**src/hdl/emsc_pkg.sv**
```systemverilog
package emsc_pkg;

    // Default widths of the configurable datapath
    localparam int COEF_WIDTH_DEF  = 21;
    localparam int COORD_WIDTH_DEF = 16;
    localparam int SCORE_WIDTH_DEF = 36;

    // Fixed formats: Q12.4 points, Q8.12 thresholds and distances
    localparam int COORD_FRAC = 4;
    localparam int ONE_PIXEL  = 1 << COORD_FRAC;
    localparam int THR_WIDTH  = 20;
    localparam int QUOT_WIDTH = THR_WIDTH + 1;
    localparam logic [QUOT_WIDTH-1:0] DIST_CAP = QUOT_WIDTH'(1) << THR_WIDTH;

    // Register reset values
    localparam logic [THR_WIDTH-1:0] CHI_RESET   = THR_WIDTH'(15733);
    localparam logic [THR_WIDTH-1:0] BONUS_RESET = THR_WIDTH'(24539);

    // Register indexes
    localparam int CFG_IDX_W = 3;
    localparam logic [CFG_IDX_W-1:0] CFG_ROW_ONE   = 3'd0;
    localparam logic [CFG_IDX_W-1:0] CFG_ROW_TWO   = 3'd1;
    localparam logic [CFG_IDX_W-1:0] CFG_ROW_THREE = 3'd2;
    localparam logic [CFG_IDX_W-1:0] CFG_CHI       = 3'd3;
    localparam logic [CFG_IDX_W-1:0] CFG_BONUS     = 3'd4;

endpackage

```
**src/hdl/emsc_front.sv**
```systemverilog
module emsc_front #(
    parameter int ITEM_W = 65
) (
    input  logic              i_clk,
    input  logic              i_rst_n,
    input  logic              i_push,
    output logic              o_full,
    input  logic [ITEM_W-1:0] i_item,
    output logic              o_empty,
    input  logic              i_pop,
    output logic [ITEM_W-1:0] o_item
);

    logic [ITEM_W-1:0] r_mem [2];
    logic              r_wr;
    logic              r_rd;
    logic [1:0]        r_cnt;
    logic              push_ok;
    logic              pop_ok;

    assign o_full  = (r_cnt == 2'd2);
    assign o_empty = (r_cnt == 2'd0);
    assign push_ok = i_push && !o_full;
    assign pop_ok  = i_pop && !o_empty;
    assign o_item  = r_mem[r_rd];

    // Two-entry item queue between intake and the scoring sequencer
    always_ff @(posedge i_clk) begin
        if (push_ok) begin
            r_mem[r_wr] <= i_item;
        end
        if (!i_rst_n) begin
            r_wr  <= 1'b0;
            r_rd  <= 1'b0;
            r_cnt <= 2'd0;
        end else begin
            if (push_ok) begin
                r_wr <= ~r_wr;
            end
            if (pop_ok) begin
                r_rd <= ~r_rd;
            end
            if (push_ok && !pop_ok) begin
                r_cnt <= r_cnt + 2'd1;
            end else if (pop_ok && !push_ok) begin
                r_cnt <= r_cnt - 2'd1;
            end
        end
    end

endmodule

```
**src/hdl/emsc_mul.sv**
```systemverilog
module emsc_mul #(
    parameter int MW = 56
) (
    input  logic            i_clk,
    input  logic            i_rst_n,
    input  logic            i_start,
    input  logic [MW-1:0]   i_a,
    input  logic [MW-1:0]   i_b,
    output logic            o_done,
    output logic [2*MW-1:0] o_prod
);

    logic [2*MW-1:0] r_a;
    logic [MW-1:0]   r_b;
    logic [2*MW-1:0] r_acc;
    logic            r_busy;

    assign o_done = r_busy && (r_b == '0);
    assign o_prod = r_acc;

    // Shift-add: one multiplier bit per cycle, stop once the rest is zero
    always_ff @(posedge i_clk) begin
        if (i_start) begin
            r_acc <= '0;
            r_a   <= (2*MW)'(i_a);
            r_b   <= i_b;
        end else if (r_busy && (r_b != '0)) begin
            if (r_b[0]) begin
                r_acc <= r_acc + r_a;
            end
            r_a <= r_a << 1;
            r_b <= r_b >> 1;
        end
        if (!i_rst_n) begin
            r_busy <= 1'b0;
        end else if (i_start) begin
            r_busy <= 1'b1;
        end else if (o_done) begin
            r_busy <= 1'b0;
        end
    end

endmodule

```
**src/hdl/emsc_div.sv**
```systemverilog
module emsc_div #(
    parameter int XW = 116,
    parameter int DW = 77
) (
    input  logic                             i_clk,
    input  logic                             i_rst_n,
    input  logic                             i_start,
    input  logic [XW-1:0]                    i_x,
    input  logic [DW-1:0]                    i_den,
    output logic                             o_done,
    output logic [emsc_pkg::QUOT_WIDTH-1:0]  o_quot
);
    import emsc_pkg::*;

    localparam int VW = ((XW > DW + QUOT_WIDTH) ? XW : DW + QUOT_WIDTH) + 1;
    localparam int CW = $clog2(QUOT_WIDTH + 1);

    logic [VW-1:0]         r_x;
    logic [VW-1:0]         r_t;
    logic [QUOT_WIDTH-1:0] r_q;
    logic [CW-1:0]         r_cnt;
    logic                  r_busy;
    logic [VW-1:0]         x_ext;
    logic [VW-1:0]         den_cap;
    logic                  fit;

    assign x_ext   = VW'(i_x);
    assign den_cap = VW'(i_den) << QUOT_WIDTH;
    assign fit     = (r_x >= r_t);
    assign o_done  = r_busy && (r_cnt == '0);
    assign o_quot  = (r_q > DIST_CAP) ? DIST_CAP : r_q;

    // Restoring division, one quotient bit per cycle; large ratios clip at once
    always_ff @(posedge i_clk) begin
        if (i_start) begin
            r_x <= x_ext;
            r_t <= VW'(i_den) << (QUOT_WIDTH - 1);
            if (x_ext >= den_cap) begin
                r_q   <= DIST_CAP;
                r_cnt <= '0;
            end else begin
                r_q   <= '0;
                r_cnt <= CW'(QUOT_WIDTH);
            end
        end else if (r_busy && (r_cnt != '0)) begin
            if (fit) begin
                r_x <= r_x - r_t;
            end
            r_q   <= {r_q[QUOT_WIDTH-2:0], fit};
            r_t   <= r_t >> 1;
            r_cnt <= r_cnt - CW'(1);
        end
        if (!i_rst_n) begin
            r_busy <= 1'b0;
        end else if (i_start) begin
            r_busy <= 1'b1;
        end else if (o_done) begin
            r_busy <= 1'b0;
        end
    end

endmodule

```
**src/hdl/emsc_back.sv**
```systemverilog
module emsc_back #(
    parameter int COEF_WIDTH  = 21,
    parameter int COORD_WIDTH = 16,
    parameter int SCORE_WIDTH = 36
) (
    input  logic                            i_clk,
    input  logic                            i_rst_n,
    input  logic                            i_q_empty,
    output logic                            o_q_pop,
    input  logic [4*COORD_WIDTH:0]          i_q_item,
    input  logic [3*COEF_WIDTH-1:0]         i_rows [3],
    input  logic [emsc_pkg::THR_WIDTH-1:0]  i_chi,
    input  logic [emsc_pkg::THR_WIDTH-1:0]  i_bonus,
    output logic                            o_empty,
    input  logic                            i_pop,
    output logic [SCORE_WIDTH-1:0]          o_total_score,
    output logic                            o_score_saturated,
    output logic                            o_degenerate_seen
);
    import emsc_pkg::*;

    // Magnitude widths: line coefficient, numerator, multiplier operand
    localparam int LM    = COEF_WIDTH + COORD_WIDTH + 1;
    localparam int NM    = LM + COORD_WIDTH + 2;
    localparam int MW    = NM;
    localparam int PW    = 2 * MW;
    localparam int DEN_W = 2 * LM + 1;
    localparam int X_W   = PW + COORD_FRAC;
    localparam int CRW   = COORD_WIDTH;

    typedef enum logic [2:0] {
        S_IDLE, S_MSTART, S_MWAIT, S_DSTART, S_DWAIT, S_NEXT, S_EMIT
    } t_state;

    typedef enum logic [1:0] {
        PH_LINE, PH_NUM, PH_DEN, PH_SQR
    } t_phase;

    t_state                 r_state;
    t_phase                 r_ph;
    logic                   r_term;
    logic [1:0]             r_j;
    logic [1:0]             r_k;
    logic [CRW-1:0]         r_u1, r_v1, r_u2, r_v2;
    logic                   r_last;
    logic signed [LM:0]     r_line [3];
    logic signed [NM:0]     r_num;
    logic [DEN_W-1:0]       r_den;
    logic [PW-1:0]          r_xsq;
    logic [SCORE_WIDTH-1:0] r_acc;
    logic                   r_sat;
    logic                   r_deg;
    logic                   r_out_valid;
    logic [SCORE_WIDTH-1:0] r_out_total;
    logic                   r_out_sat;
    logic                   r_out_deg;

    logic [1:0]                 rr, cc;
    logic [3*COEF_WIDTH-1:0]    row_sel;
    logic signed [COEF_WIDTH-1:0] coef;
    logic [COEF_WIDTH-1:0]      coef_mag;
    logic signed [LM:0]         line_k;
    logic [LM:0]                line_mag;
    logic [NM:0]                num_mag;
    logic [MW-1:0]              p_sel, q_sel;
    logic [MW-1:0]              m_a, m_b;
    logic                       m_neg;
    logic                       mul_done;
    logic [PW-1:0]              prod;
    logic signed [LM:0]         line_tr, line_base, line_new;
    logic signed [NM:0]         num_tr, num_base, num_new;
    logic [DEN_W-1:0]           den_new;
    logic                       div_done;
    logic [QUOT_WIDTH-1:0]      sq_dist;
    logic [QUOT_WIDTH-1:0]      chi_ext, bonus_ext, term;
    logic [SCORE_WIDTH:0]       sum;

    // Pick matrix entry: rows for the current-image line, columns for the other
    assign rr       = r_term ? r_k : r_j;
    assign cc       = r_term ? r_j : r_k;
    assign row_sel  = i_rows[rr];
    assign coef     = $signed(row_sel[cc*COEF_WIDTH +: COEF_WIDTH]);
    assign coef_mag = coef[COEF_WIDTH-1] ? COEF_WIDTH'(-coef) : COEF_WIDTH'(coef);
    assign line_k   = r_line[r_k];
    assign line_mag = line_k[LM] ? (LM+1)'(-line_k) : (LM+1)'(line_k);
    assign num_mag  = r_num[NM] ? (NM+1)'(-r_num) : (NM+1)'(r_num);

    // Point for the line product and point tested against the line
    always_comb begin
        case (r_k)
            2'd0: begin
                p_sel = r_term ? MW'(r_u2) : MW'(r_u1);
                q_sel = r_term ? MW'(r_u1) : MW'(r_u2);
            end
            2'd1: begin
                p_sel = r_term ? MW'(r_v2) : MW'(r_v1);
                q_sel = r_term ? MW'(r_v1) : MW'(r_v2);
            end
            default: begin
                p_sel = MW'(ONE_PIXEL);
                q_sel = MW'(ONE_PIXEL);
            end
        endcase
    end

    // Multiplier operands for each phase
    always_comb begin
        case (r_ph)
            PH_LINE: begin
                m_a   = MW'(coef_mag);
                m_b   = p_sel;
                m_neg = coef[COEF_WIDTH-1];
            end
            PH_NUM: begin
                m_a   = MW'(line_mag);
                m_b   = q_sel;
                m_neg = line_k[LM];
            end
            PH_DEN: begin
                m_a   = MW'(line_mag);
                m_b   = MW'(line_mag);
                m_neg = 1'b0;
            end
            default: begin
                m_a   = MW'(num_mag);
                m_b   = MW'(num_mag);
                m_neg = 1'b0;
            end
        endcase
    end

    emsc_mul #(.MW(MW)) u_mul (
        .i_clk   (i_clk),
        .i_rst_n (i_rst_n),
        .i_start (r_state == S_MSTART),
        .i_a     (m_a),
        .i_b     (m_b),
        .o_done  (mul_done),
        .o_prod  (prod)
    );

    emsc_div #(.XW(X_W), .DW(DEN_W)) u_div (
        .i_clk   (i_clk),
        .i_rst_n (i_rst_n),
        .i_start ((r_state == S_DSTART) && (r_den != '0)),
        .i_x     ({r_xsq, COORD_FRAC'(0)}),
        .i_den   (r_den),
        .o_done  (div_done),
        .o_quot  (sq_dist)
    );

    // Signed accumulation of products; the first product of a sum replaces it
    assign line_tr   = $signed(prod[LM:0]);
    assign line_base = (r_k == 2'd0) ? '0 : r_line[r_j];
    assign line_new  = line_base + (m_neg ? -line_tr : line_tr);
    assign num_tr    = $signed(prod[NM:0]);
    assign num_base  = (r_k == 2'd0) ? '0 : r_num;
    assign num_new   = num_base + (m_neg ? -num_tr : num_tr);
    assign den_new   = ((r_k == 2'd0) ? '0 : r_den) + prod[DEN_W-1:0];

    // Inlier term and saturating sum
    assign chi_ext   = QUOT_WIDTH'(i_chi);
    assign bonus_ext = QUOT_WIDTH'(i_bonus);
    assign term      = (bonus_ext > sq_dist) ? bonus_ext - sq_dist : '0;
    assign sum       = (SCORE_WIDTH+1)'(r_acc) + (SCORE_WIDTH+1)'(term);

    assign o_q_pop           = (r_state == S_IDLE) && !i_q_empty;
    assign o_empty           = !r_out_valid;
    assign o_total_score     = r_out_total;
    assign o_score_saturated = r_out_sat;
    assign o_degenerate_seen = r_out_deg;

    // Sequencer: two distance terms per pair, then the result on a last pair
    always_ff @(posedge i_clk) begin
        if (!i_rst_n) begin
            r_state     <= S_IDLE;
            r_acc       <= '0;
            r_sat       <= 1'b0;
            r_deg       <= 1'b0;
            r_out_valid <= 1'b0;
        end else begin
            if (i_pop && r_out_valid && (r_state != S_EMIT)) begin
                r_out_valid <= 1'b0;
            end
            case (r_state)
                S_IDLE: begin
                    if (!i_q_empty) begin
                        r_u1    <= i_q_item[CRW-1:0];
                        r_v1    <= i_q_item[2*CRW-1:CRW];
                        r_u2    <= i_q_item[3*CRW-1:2*CRW];
                        r_v2    <= i_q_item[4*CRW-1:3*CRW];
                        r_last  <= i_q_item[4*CRW];
                        r_term  <= 1'b0;
                        r_ph    <= PH_LINE;
                        r_j     <= 2'd0;
                        r_k     <= 2'd0;
                        r_state <= S_MSTART;
                    end
                end
                S_MSTART: begin
                    r_state <= S_MWAIT;
                end
                S_MWAIT: begin
                    if (mul_done) begin
                        r_state <= (r_ph == PH_SQR) ? S_DSTART : S_MSTART;
                        case (r_ph)
                            PH_LINE: begin
                                r_line[r_j] <= line_new;
                                if (r_k == 2'd2) begin
                                    r_k <= 2'd0;
                                    if (r_j == 2'd2) begin
                                        r_j  <= 2'd0;
                                        r_ph <= PH_NUM;
                                    end else begin
                                        r_j <= r_j + 2'd1;
                                    end
                                end else begin
                                    r_k <= r_k + 2'd1;
                                end
                            end
                            PH_NUM: begin
                                r_num <= num_new;
                                if (r_k == 2'd2) begin
                                    r_k  <= 2'd0;
                                    r_ph <= PH_DEN;
                                end else begin
                                    r_k <= r_k + 2'd1;
                                end
                            end
                            PH_DEN: begin
                                r_den <= den_new;
                                if (r_k == 2'd1) begin
                                    r_k  <= 2'd0;
                                    r_ph <= PH_SQR;
                                end else begin
                                    r_k <= r_k + 2'd1;
                                end
                            end
                            default: begin
                                r_xsq <= prod;
                            end
                        endcase
                    end
                end
                S_DSTART: begin
                    // Drop a term whose line has zero norm
                    if (r_den == '0) begin
                        r_deg   <= 1'b1;
                        r_state <= S_NEXT;
                    end else begin
                        r_state <= S_DWAIT;
                    end
                end
                S_DWAIT: begin
                    if (div_done) begin
                        if (sq_dist < chi_ext) begin
                            if (sum[SCORE_WIDTH]) begin
                                r_acc <= '1;
                                r_sat <= 1'b1;
                            end else begin
                                r_acc <= sum[SCORE_WIDTH-1:0];
                            end
                        end
                        r_state <= S_NEXT;
                    end
                end
                S_NEXT: begin
                    if (!r_term) begin
                        r_term  <= 1'b1;
                        r_ph    <= PH_LINE;
                        r_state <= S_MSTART;
                    end else if (r_last) begin
                        r_state <= S_EMIT;
                    end else begin
                        r_state <= S_IDLE;
                    end
                end
                S_EMIT: begin
                    // Hold until the result register is free, then clear the set
                    if (!r_out_valid || i_pop) begin
                        r_out_valid <= 1'b1;
                        r_out_total <= r_acc;
                        r_out_sat   <= r_sat;
                        r_out_deg   <= r_deg;
                        r_acc       <= '0;
                        r_sat       <= 1'b0;
                        r_deg       <= 1'b0;
                        r_state     <= S_IDLE;
                    end
                end
                default: begin
                    r_state <= S_IDLE;
                end
            endcase
        end
    end

endmodule

```
**src/hdl/epipolar_model_score.sv**
```systemverilog
// Channel   | Handshake          | Payload
// ----------+--------------------+-------------------------------------------
// pairs in  | push / full        | i_ref_x, i_ref_y, i_cur_x, i_cur_y,
//           |                    | i_last_match
// score out | empty / pop        | o_total_score, o_score_saturated,
//           |                    | o_degenerate_seen
// config    | i_cfg_we           | i_cfg_index, i_cfg_data
//
// A pair runs two terms, each 15 multiplies and a divide on one shift-add multiplier.
// A multiply steps through the bits of its second operand (at most 16 for line and
// numerator products, 56 for squares); a divide that clips skips its quotient steps.
// A two-pair queue takes input while the sequencer works; a last pair stalls while a
// total waits unpopped. Reset clears queue, score, flags; rows 0, thresholds 3.841/5.991.
module epipolar_model_score #(
    parameter int COEF_WIDTH  = emsc_pkg::COEF_WIDTH_DEF,
    parameter int COORD_WIDTH = emsc_pkg::COORD_WIDTH_DEF,
    parameter int SCORE_WIDTH = emsc_pkg::SCORE_WIDTH_DEF
) (
    input  logic                           i_clk,
    input  logic                           i_rst_n,
    input  logic                           push,
    output logic                           full,
    input  logic [COORD_WIDTH-1:0]         i_ref_x,
    input  logic [COORD_WIDTH-1:0]         i_ref_y,
    input  logic [COORD_WIDTH-1:0]         i_cur_x,
    input  logic [COORD_WIDTH-1:0]         i_cur_y,
    input  logic                           i_last_match,
    output logic                           empty,
    input  logic                           pop,
    output logic [SCORE_WIDTH-1:0]         o_total_score,
    output logic                           o_score_saturated,
    output logic                           o_degenerate_seen,
    input  logic                           i_cfg_we,
    input  logic [emsc_pkg::CFG_IDX_W-1:0] i_cfg_index,
    input  logic [3*COEF_WIDTH-1:0]        i_cfg_data
);
    import emsc_pkg::*;

    localparam int ITEM_W = 4 * COORD_WIDTH + 1;

    logic [3*COEF_WIDTH-1:0] r_row [3];
    logic [THR_WIDTH-1:0]    r_chi;
    logic [THR_WIDTH-1:0]    r_bonus;
    logic                    q_empty;
    logic                    q_pop;
    logic [ITEM_W-1:0]       q_item;

    // Configuration registers; unknown indexes are ignored
    always_ff @(posedge i_clk) begin
        if (!i_rst_n) begin
            r_row[0] <= '0;
            r_row[1] <= '0;
            r_row[2] <= '0;
            r_chi    <= CHI_RESET;
            r_bonus  <= BONUS_RESET;
        end else if (i_cfg_we) begin
            case (i_cfg_index)
                CFG_ROW_ONE:   r_row[0] <= i_cfg_data;
                CFG_ROW_TWO:   r_row[1] <= i_cfg_data;
                CFG_ROW_THREE: r_row[2] <= i_cfg_data;
                CFG_CHI:       r_chi    <= i_cfg_data[THR_WIDTH-1:0];
                CFG_BONUS:     r_bonus  <= i_cfg_data[THR_WIDTH-1:0];
                default: begin
                end
            endcase
        end
    end

    emsc_front #(.ITEM_W(ITEM_W)) u_front (
        .i_clk   (i_clk),
        .i_rst_n (i_rst_n),
        .i_push  (push),
        .o_full  (full),
        .i_item  ({i_last_match, i_cur_y, i_cur_x, i_ref_y, i_ref_x}),
        .o_empty (q_empty),
        .i_pop   (q_pop),
        .o_item  (q_item)
    );

    emsc_back #(
        .COEF_WIDTH  (COEF_WIDTH),
        .COORD_WIDTH (COORD_WIDTH),
        .SCORE_WIDTH (SCORE_WIDTH)
    ) u_back (
        .i_clk             (i_clk),
        .i_rst_n           (i_rst_n),
        .i_q_empty         (q_empty),
        .o_q_pop           (q_pop),
        .i_q_item          (q_item),
        .i_rows            (r_row),
        .i_chi             (r_chi),
        .i_bonus           (r_bonus),
        .o_empty           (empty),
        .i_pop             (pop),
        .o_total_score     (o_total_score),
        .o_score_saturated (o_score_saturated),
        .o_degenerate_seen (o_degenerate_seen)
    );

endmodule

```
**config.mk**
```make
export PLATFORM = sky130hd
export DESIGN_NAME = epipolar_model_score
export DESIGN_NICKNAME = d
export VERILOG_FILES = /design/src/hdl/emsc_pkg.sv /design/src/hdl/emsc_front.sv /design/src/hdl/emsc_mul.sv /design/src/hdl/emsc_div.sv /design/src/hdl/emsc_back.sv /design/src/hdl/epipolar_model_score.sv
export SDC_FILE = /design/constraint.sdc
export NUM_CORES = 2
export LEC_CHECK = 0
export ABC_CLOCK_PERIOD_IN_PS = 8100
export BUFFER_PORTS_ARGS = -buffer_cell sky130_fd_sc_hd__buf_2
export CORE_MARGIN = 2
export CORE_UTILIZATION = 35
export DETAILED_ROUTE_END_ITERATION = 12
export GPL_TIMING_DRIVEN = 1
export HOLD_SLACK_MARGIN = 0.1
export PLACE_DENSITY = 0.49
export SYNTH_ARGS = -nofsm -noshare
export SYNTH_HDL_FRONTEND = slang
export SYNTH_SLANG_ARGS = --single-unit
export TNS_END_PERCENT = 1
```
**constraint.sdc**
```tcl
create_clock -name i_clk -period 8.1 [get_ports i_clk]
set_input_delay 1.215 -clock i_clk [delete_from_list [all_inputs] [get_ports i_clk]]
set_output_delay 1.215 -clock i_clk [all_outputs]
set_load 0.01 [all_outputs]
```
== After elaboration in Yosys (flattened, before gate mapping) ==
Memories as Yosys holds them, arrays and structs flattened. A register that Yosys moved wholly into a read port is not among the register bits.
Cells that the tools add are included.
W data, S select, Z words.

* Add/sub/neg operators: 17
* $mul: 1
* Magnitude comparators: 6
* Eq/ne operators: 34
* Shifts and indexed selects: 1
* Multiplexer cells: 99
* Bitwise gates (word level): 5
* Reductions and logical operators: 64

{| class="wikitable"
|+ Operators by type and width
! operator !! count
|-
| $mux W116 || 3
|-
| $pmux W56 S2 || 3
|-
| $mux W56 || 5
|-
| $mux W97 || 2
|-
| $pmux W56 S3 || 1
|-
| $mux W36 || 4
|-
| $bmux W63 S2 || 1
|-
| $mux W21 || 6
|-
| $mux W63 || 2
|-
| $ge A117 B97 Y1 || 1
|-
| $mux W39 || 3
|-
| $sub A117 B97 Y117 || 1
|-
| $ge A116 B98 Y1 || 1
|-
| $mux W57 || 2
|-
| $add A112 B112 Y112 || 1
|-
| $neg A39 Y39 || 2
|-
| $add A77 B77 Y77 || 1
|-
| $logic_not A77 Y1 || 1
|-
| $mux W77 || 1
|-
| $reduce_bool A77 Y1 || 1
|-
| $pmux W36 S2 || 1
|-
| $mux W16 || 4
|-
| $shiftx A63 B8 Y21 || 1
|-
| $add A57 B57 Y57 || 1
|-
| 53 further kinds || 178
|}

* Flip-flop bits (word level): 1088
* Bits in writable memories: 247
* Input bits: 136
* Output and inout port bits: 40
* Word-level logic and storage cells: 264
* Memories: 2

{| class="wikitable"
|+ Memory list
! name !! depth !! width !! read ports !! clocked after memory_dff !! write ports !! RTL line !! text
|-
| u_front.r_mem || 2 || 65 || 1 || 1 || 1 || emsc_front.sv:14 || <nowiki>logic [ITEM_W-1:0] r_mem [2];</nowiki>
|-
| u_back.r_line || 3 || 39 || 2 || 2 || 1 || emsc_back.sv:46 || <nowiki>logic signed [LM:0] r_line [3];</nowiki>
|}

== Longest topological paths before layout ==
* Depth in word-level cells: 10
* Depth in mapped cells: 32
* Depth with buffers taken out: 30

== By module ==
Synthesis repeated with hierarchy kept, for this count alone.

* Cell total of the unflattened synthesis: 9434
* Area, all modules: 89210.6 um^2

{| class="wikitable"
|+ Modules (own cells, without submodules)
! module !! instances !! cells each !! area an instance (um^2) !! sequential area each (um^2)
|-
| emsc_back || 1 || 3984 || 38012.7 || 15124.5
|-
| emsc_div || 1 || 2319 || 19517.5 || 7016.7
|-
| emsc_mul || 1 || 2072 || 18074.8 || 6746.5
|-
| epipolar_model_score || 1 || 832 || 8688.3 || 4584.4
|-
| emsc_front || 1 || 227 || 4917.2 || 4003.8
|}

== Worst setup path before layout ==
No wires, ideal clock.

* Path type: register -> register
* Start: register u_back.u_div.r_q[15]
* End: register u_back.r_acc[27]
* Library setup time: 116 ps
* Arrival time: 6829 ps
* Required time: 7984 ps
* Setup slack: 1154 ps
* Cell stages (with the launch flop): 33
* Path buffers: 2
* Period minus slack after synthesis: 6946 ps
* Cells stage by stage: edfxtp_1 -> nor4_1 -> nand3_1 -> o21ai_1 -> nand2_1 -> ha_1 -> a21o_1 -> a21o_1 -> a21o_1 -> a21oi_1 -> nor2b_1 -> o31ai_1 -> a211oi_1 -> o21ai_0 -> a211oi_1 -> o21ai_0 -> clkbuf_1 -> nor2_1 -> ha_1 -> fa_1 -> a21o_1 -> a21oi_1 -> o21bai_1 -> a21oi_1 -> o2111a_1 -> nor4_1 -> a211o_1 -> o31ai_1 -> nor2_1 -> clkbuf_1 -> a21oi_1 -> nand3_1 -> o211a_1

* Word-level cells in the longest chain between the ends: 9
* Elaborated cells on any way between the ends: 13
* Those cells by class: 2 x add/sub; 3 x order compare; 1 x eq/ne; 6 x mux; 1 x reduce/logical

{| class="wikitable"
|+ RTL lines
! what !! RTL line !! text
|-
| from (decl) || emsc_div.sv:20 || <nowiki>logic [QUOT_WIDTH-1:0] r_q;</nowiki>
|-
| from (signal assigned) || emsc_div.sv:49 || <nowiki>r_q <= {r_q[QUOT_WIDTH-2:0], fit};</nowiki>
|-
| $gt A21 B21 Y1 || emsc_div.sv:31 || <nowiki>assign o_quot = (r_q > DIST_CAP) ? DIST_CAP : r_q;</nowiki>
|-
| $mux W21 * || emsc_div.sv:31 ||
|-
| $sub A20 B21 Y21 / $gt A20 B21 Y1 (equally long branches) || emsc_back.sv:164 || <nowiki>assign term = (bonus_ext > sq_dist) ? bonus_ext - sq_dist : '0;</nowiki>
|-
| $mux W21 || emsc_back.sv:164 ||
|-
| $add A36 B21 Y37 || emsc_back.sv:165 || <nowiki>assign sum = (SCORE_WIDTH+1)'(r_acc) + (SCORE_WIDTH+1)'(term);</nowiki>
|-
| $mux W36 || emsc_back.sv:257 || <nowiki>if (sum[SCORE_WIDTH]) begin</nowiki>
|-
| $mux W36 || emsc_back.sv:256 || <nowiki>if (sq_dist < chi_ext) begin</nowiki>
|-
| $mux W36 || emsc_back.sv:255 || <nowiki>if (div_done) begin</nowiki>
|-
| $pmux W36 S2 || emsc_back.sv:185 || <nowiki>case (r_state)</nowiki>
|-
| to (signal assigned) || emsc_back.sv:261 || <nowiki>r_acc <= sum[SCORE_WIDTH-1:0];</nowiki>
|-
| to (decl) || emsc_back.sv:50 || <nowiki>logic [SCORE_WIDTH-1:0] r_acc;</nowiki>
|}

Every way passes the cells marked *; elsewhere a longest branch is shown, timed or not. The select of a mux whose other input is x is not followed.
A chain may end at the register's enable or synchronous reset.

== Final worst setup path ==
* Start: register u_back.r_term
* End: memory u_back.r_line[0][38] (netlist bit) (data pin)

* Word-level cells in the longest chain between the ends: 9
* Elaborated cells on any way between the ends: 11
* Those cells by class: 1 x add/sub; 1 x mul; 1 x shift; 7 x mux; 1 x bitwise

{| class="wikitable"
|+ RTL lines
! what !! RTL line !! text
|-
| from (decl) || emsc_back.sv:41 || <nowiki>logic r_term;</nowiki>
|-
| from (signal assigned) || emsc_back.sv:193 || <nowiki>r_term <= 1'b0;</nowiki>
|-
| from (signal assigned) || emsc_back.sv:269 || <nowiki>r_term <= 1'b1;</nowiki>
|-
| parallel branches: the longest is 5 deep, another holds $mul A2 B5 Y7 || -- ||
|-
| $shiftx A63 B8 Y21 * || emsc_back.sv:82 || <nowiki>assign coef = $signed(row_sel[cc*COEF_WIDTH +: COEF_WIDTH]);</nowiki>
|-
| $pmux W1 S2 * || emsc_back.sv:108 || <nowiki>case (r_ph)</nowiki>
|-
| $mux W39 * || emsc_back.sv:155 || <nowiki>assign line_new = line_base + (m_neg ? -line_tr : line_tr);</nowiki>
|-
| $add A39 B39 Y39 * || emsc_back.sv:155 ||
|-
| named net u_back.line_new[38] || emsc_back.sv:70 || <nowiki>logic signed [LM:0] line_tr, line_base, line_new;</nowiki>
|-
| to (decl) || emsc_back.sv:46 ||
|}

Mark *: on every way through the listed nets, which the timed path passes. The select of a mux whose other input is x is not followed.

==> run_results.csv <==
group,metric,value,unit
floorplanning,die_h,501,um
timing,hold_violations,0,
layout,num-nets-final,10000,
global_routing,grt_max_degree,179,
placement,portBuffers,175,
floorplanning,pin_count,176,
placement,hpwlAfterDp,212000,um
timing,slew_viol_final,0,
timing,finalCriticalPeriod,7.20,ns
synthesis,synth_fp_nets,10100,
worst_setup_path,end_kind,"flop",
drt,ant_nets,0,
worst_setup_path,slowest_delay,0.93,ns
drt,via_count,70500,
timing,worstMarginPinSlew,1.21,ns
placement,dp_slack,0.875,ns
drt,finalWirelength,283000,um
outcome,status,"completed",
drt,drc_errors,0,
synthesis,yosysSeqAreaShare,43.2,%
timing,layout_setup_ws,0.896,ns
synthesis,netlist_area,0.0865,mm^2
timing,fin_crit_sh,88.9,%
clock_network,cts_tree,"built",
worst_setup_path,path_cells,"buf_4 > mux2_2 > o21ai_0 > a21o_1 > a22o_1 > buf_4 > nand2_1 > xnor2_1 > ha_1 > a21o_1 > a21oi_1 > nand2b_1 > a2111oi_0 > o21ai_0 > a22oi_1 > o21ai_0 > a41oi_1 > a21oi_1 > o21ai_0 > nand2b_1 > xnor2_1",
clock_network,cts.clk_slew.worst_paths,0.06,ns
pwr,internal-power,18.5,mW
run,drv_cap,0,
clock_network,numCtsBuffers,164,
worst_setup_path,cp.required,8.75,ns
layout,final_cell_area,0.0963,mm^2
layout,drive_gt1_share,8.14,%
synthesis,syn_inst,9412,
timing,setup_viol,0,
clock_network,clock_sinks,1404,
placement,placed_cell_area,0.0906,mm^2
worst_setup_path,worstPathArrival,7.85,ns
global_routing,grt_pass1_vias,67100,
floorplanning,dieWidth,501,um
synthesis,synth_edf_count,930,
worst_setup_path,path_class,"flop to flop",
pwr,power_density,326,mW/mm^2
synthesis,ys_seq_elements,1404,
floorplanning,fp-row-count,182,
floorplanning,fp.dieArea,0.251,mm^2
floorplanning,coreArea,0.246,mm^2
worst_setup_path,cp_max_fo,43,
timing,max_freq,139,MHz
pwr,swShare,40.9,%
worst_setup_path,startpoint_type,"flop",
pwr,power.leakage,37.6,nW
synthesis,yosys_warnings,0,
pwr,seqPwrFrac,32.5,%
clock_network,clock_latency,0.87,ns
pwr,power,31.4,mW
global_routing,antenna_found_initial,20,
global_routing,track_usage,21.9,%
pwr,vdd_drop_max,187,uV
global_routing,grt_pass1_wl,425000,um
layout,area_growth,11.3,%
placement,place_congestion,0.926,
clock_network,cts_resized,0,
timing,skew,0.0906,ns
synthesis,syn_area_per_cell,9.19,um^2
floorplanning,start_util,35.2,%
clock_network,cts_setup_buffers,0,
global_routing,grt_overflow_total,0,
timing,slew_headroom,18.6,%
drt,firstDrtPassIters,6,
pwr,p_sw,12.8,mW
worst_setup_path,cp_slowest_cell,"a2111oi_0",
synthesis,ys_async_sr_fraction,0,%
drt,viasPerCell,5.54,
pwr,pwr-share-comb,42.8,%
drt,drt_first_iter_violations,5975,
clock_network,cts_hold_buffers,0,
clock_network,htree_levels,4,
hold_path,hold_path_class,"flop to flop",
clock_network,clk_path_buf_depth,3,
worst_setup_path,crit_path_frequent_cell,"o21ai_0",
timing,tns,0,ns
drt,wl_per_cell,22.3,um
timing,rsz0062_at_grt,"no",
clock_network,root_buffer,"clkbuf_16",
pwr,pwr-share-clk,24.6,%
synthesis,synthDistinctLibCells,105,
synthesis,ys.flop_type,"edfxtp_1",
==> final timing paths <==
kind,from,end,slack [ns],cells past startpoint
worst max-delay path,u_back.r_term$_DFFE_PP_,u_back.r_line[0][38]$_DFFE_PP_,0.90,21
worst min-delay path,u_back.u_mul.o_prod[86]$_SDFFE_PP0P_,u_back.r_xsq[86]$_DFFE_PP_,0.44,0
worst max register to register,u_back.r_term$_DFFE_PP_,u_back.r_line[0][38]$_DFFE_PP_,0.90,21
worst min register to register,u_back.u_mul.o_prod[86]$_SDFFE_PP0P_,u_back.r_xsq[86]$_DFFE_PP_,0.44,0
==> synth_stat cells (all sizes together), types with 174 or more instances <==
master,n,area share [%]
inv,377,1.6
nand4,174,1.3
dfxtp,474,11
o31ai,197,1.8
nor2,727,3.2
a21o,326,2.8
a21oi,1035,6.0
xor2,224,2.3
nand2,1303,5.7
mux2i,216,2.5
clkbuf,470,2.0
ha,527,7.6
edfxtp,930,32
o21ai,481,2.8
xnor2,341,3.5
==> layout by cell type, fill, tap and decap left out, types with 45 or more instances in the layout <==
cell type	n
nand2_1	1298
a21oi_1	1031
edfxtp_1	930
nor2_1	716
ha_1	526
o21ai_0	470
dfxtp_1	469
inv_1	377
xnor2_1	341
a21o_1	326
xor2_1	224
mux2i_1	214
o31ai_1	190
buf_2	175
nand4_1	174
clkbuf_16	170
nor2b_1	142
nand3_1	142
buf_4	120
o21bai_1	106
nor3_1	103
mux2_2	85
nand2b_1	79
nor4_1	78
a31oi_1	70
o21a_1	53
a22o_1	51
clkbuf_1	47
or3_1	45
a211oi_1	45
==> layer usage <==
layer  global-route usage, %  wire (um)  vias to the layer above
li1                        -          -                    34100
met5                       0         11                        -
met4                    5.31       5830                        2
met3                    2.65      15200                      275
met2                    32.6     121000                     1828
met1                    33.3     141000                    34300
==> registers in the layout, summed over array words and instances (netlist names), 77 cells and up, named ones only <==
| signal | cells |
|---|---|
| r_row | 189 |
| u_back.r_den | 77 |
| u_back.u_div.r_x | 117 |
| u_back.r_line | 117 |
| u_back.u_mul.r_a | 112 |
| u_front.r_mem | 130 |
| u_back.r_xsq | 112 |
| u_back.u_mul.o_prod | 112 |
| u_back.u_div.r_t | 97 |
==> area by class of cell <==
cell class              count  area [um^2]
well taps                3220         4030
multi-input cells        7105        45900
repair buffers            300         1870
clock buffers             238         4710
flip-flops and latches   1404        37400
fillers                 24700       150000
diodes                      5         12.5
clock inverters            71          953
inverters                 378         1420
==> cell families after synthesis <==
kind of cell	after synthesis	share of synthesized area (%)
DFF	1404	43.2
adders and majority gates	534	7.78
muxes	324	4.19
buffers and inverters	903	3.98
xor gates and xnor gates	565	5.72
AOI/OAI and AO/OA	2683	19.4
and+or+nand+nor	2999	15.7
==> critical path: cells and delay by family (launching register included) <==
kind,cells,cell delay [ns]
AOI/OAI and AO/OA,12,3.84
xor gates and xnor gates,2,0.56
adders and majority gates,1,0.36
buffers and inverters,2,0.75
DFF,1,0.62
muxes,1,0.55
and+or+nand+nor,3,0.31
==> power groups by stage <==
stage	Combinational, mW	Clock, mW	Sequential, mW
2_1_floorplan	9.51	0	9.98
3_3_place_gp	13.2	0	10.3
3_5_place_dp	13.3	0	10.3
4_1_cts	13.3	7.94	10.2
5_1_grt	14.7	8.20	10.3
6_report	13.4	7.73	10.2
==> through the flow <==
| step | cells | hold slack (ns) | util [%] |
|---|---|---|---|
| floorplan | 9412 | 0.409 | - |
| global placement | 12400 | 0.439 | 36.8 |
| detailed placement | 12400 | 0.444 | 36.8 |
| CTS | 12700 | 0.437 | 39.1 |
| global route | 12700 | 0.467 | 39.1 |
| finish | 12700 | 0.444 | 39.1 |
Note: power is estimated with default switching activity, not from simulation.
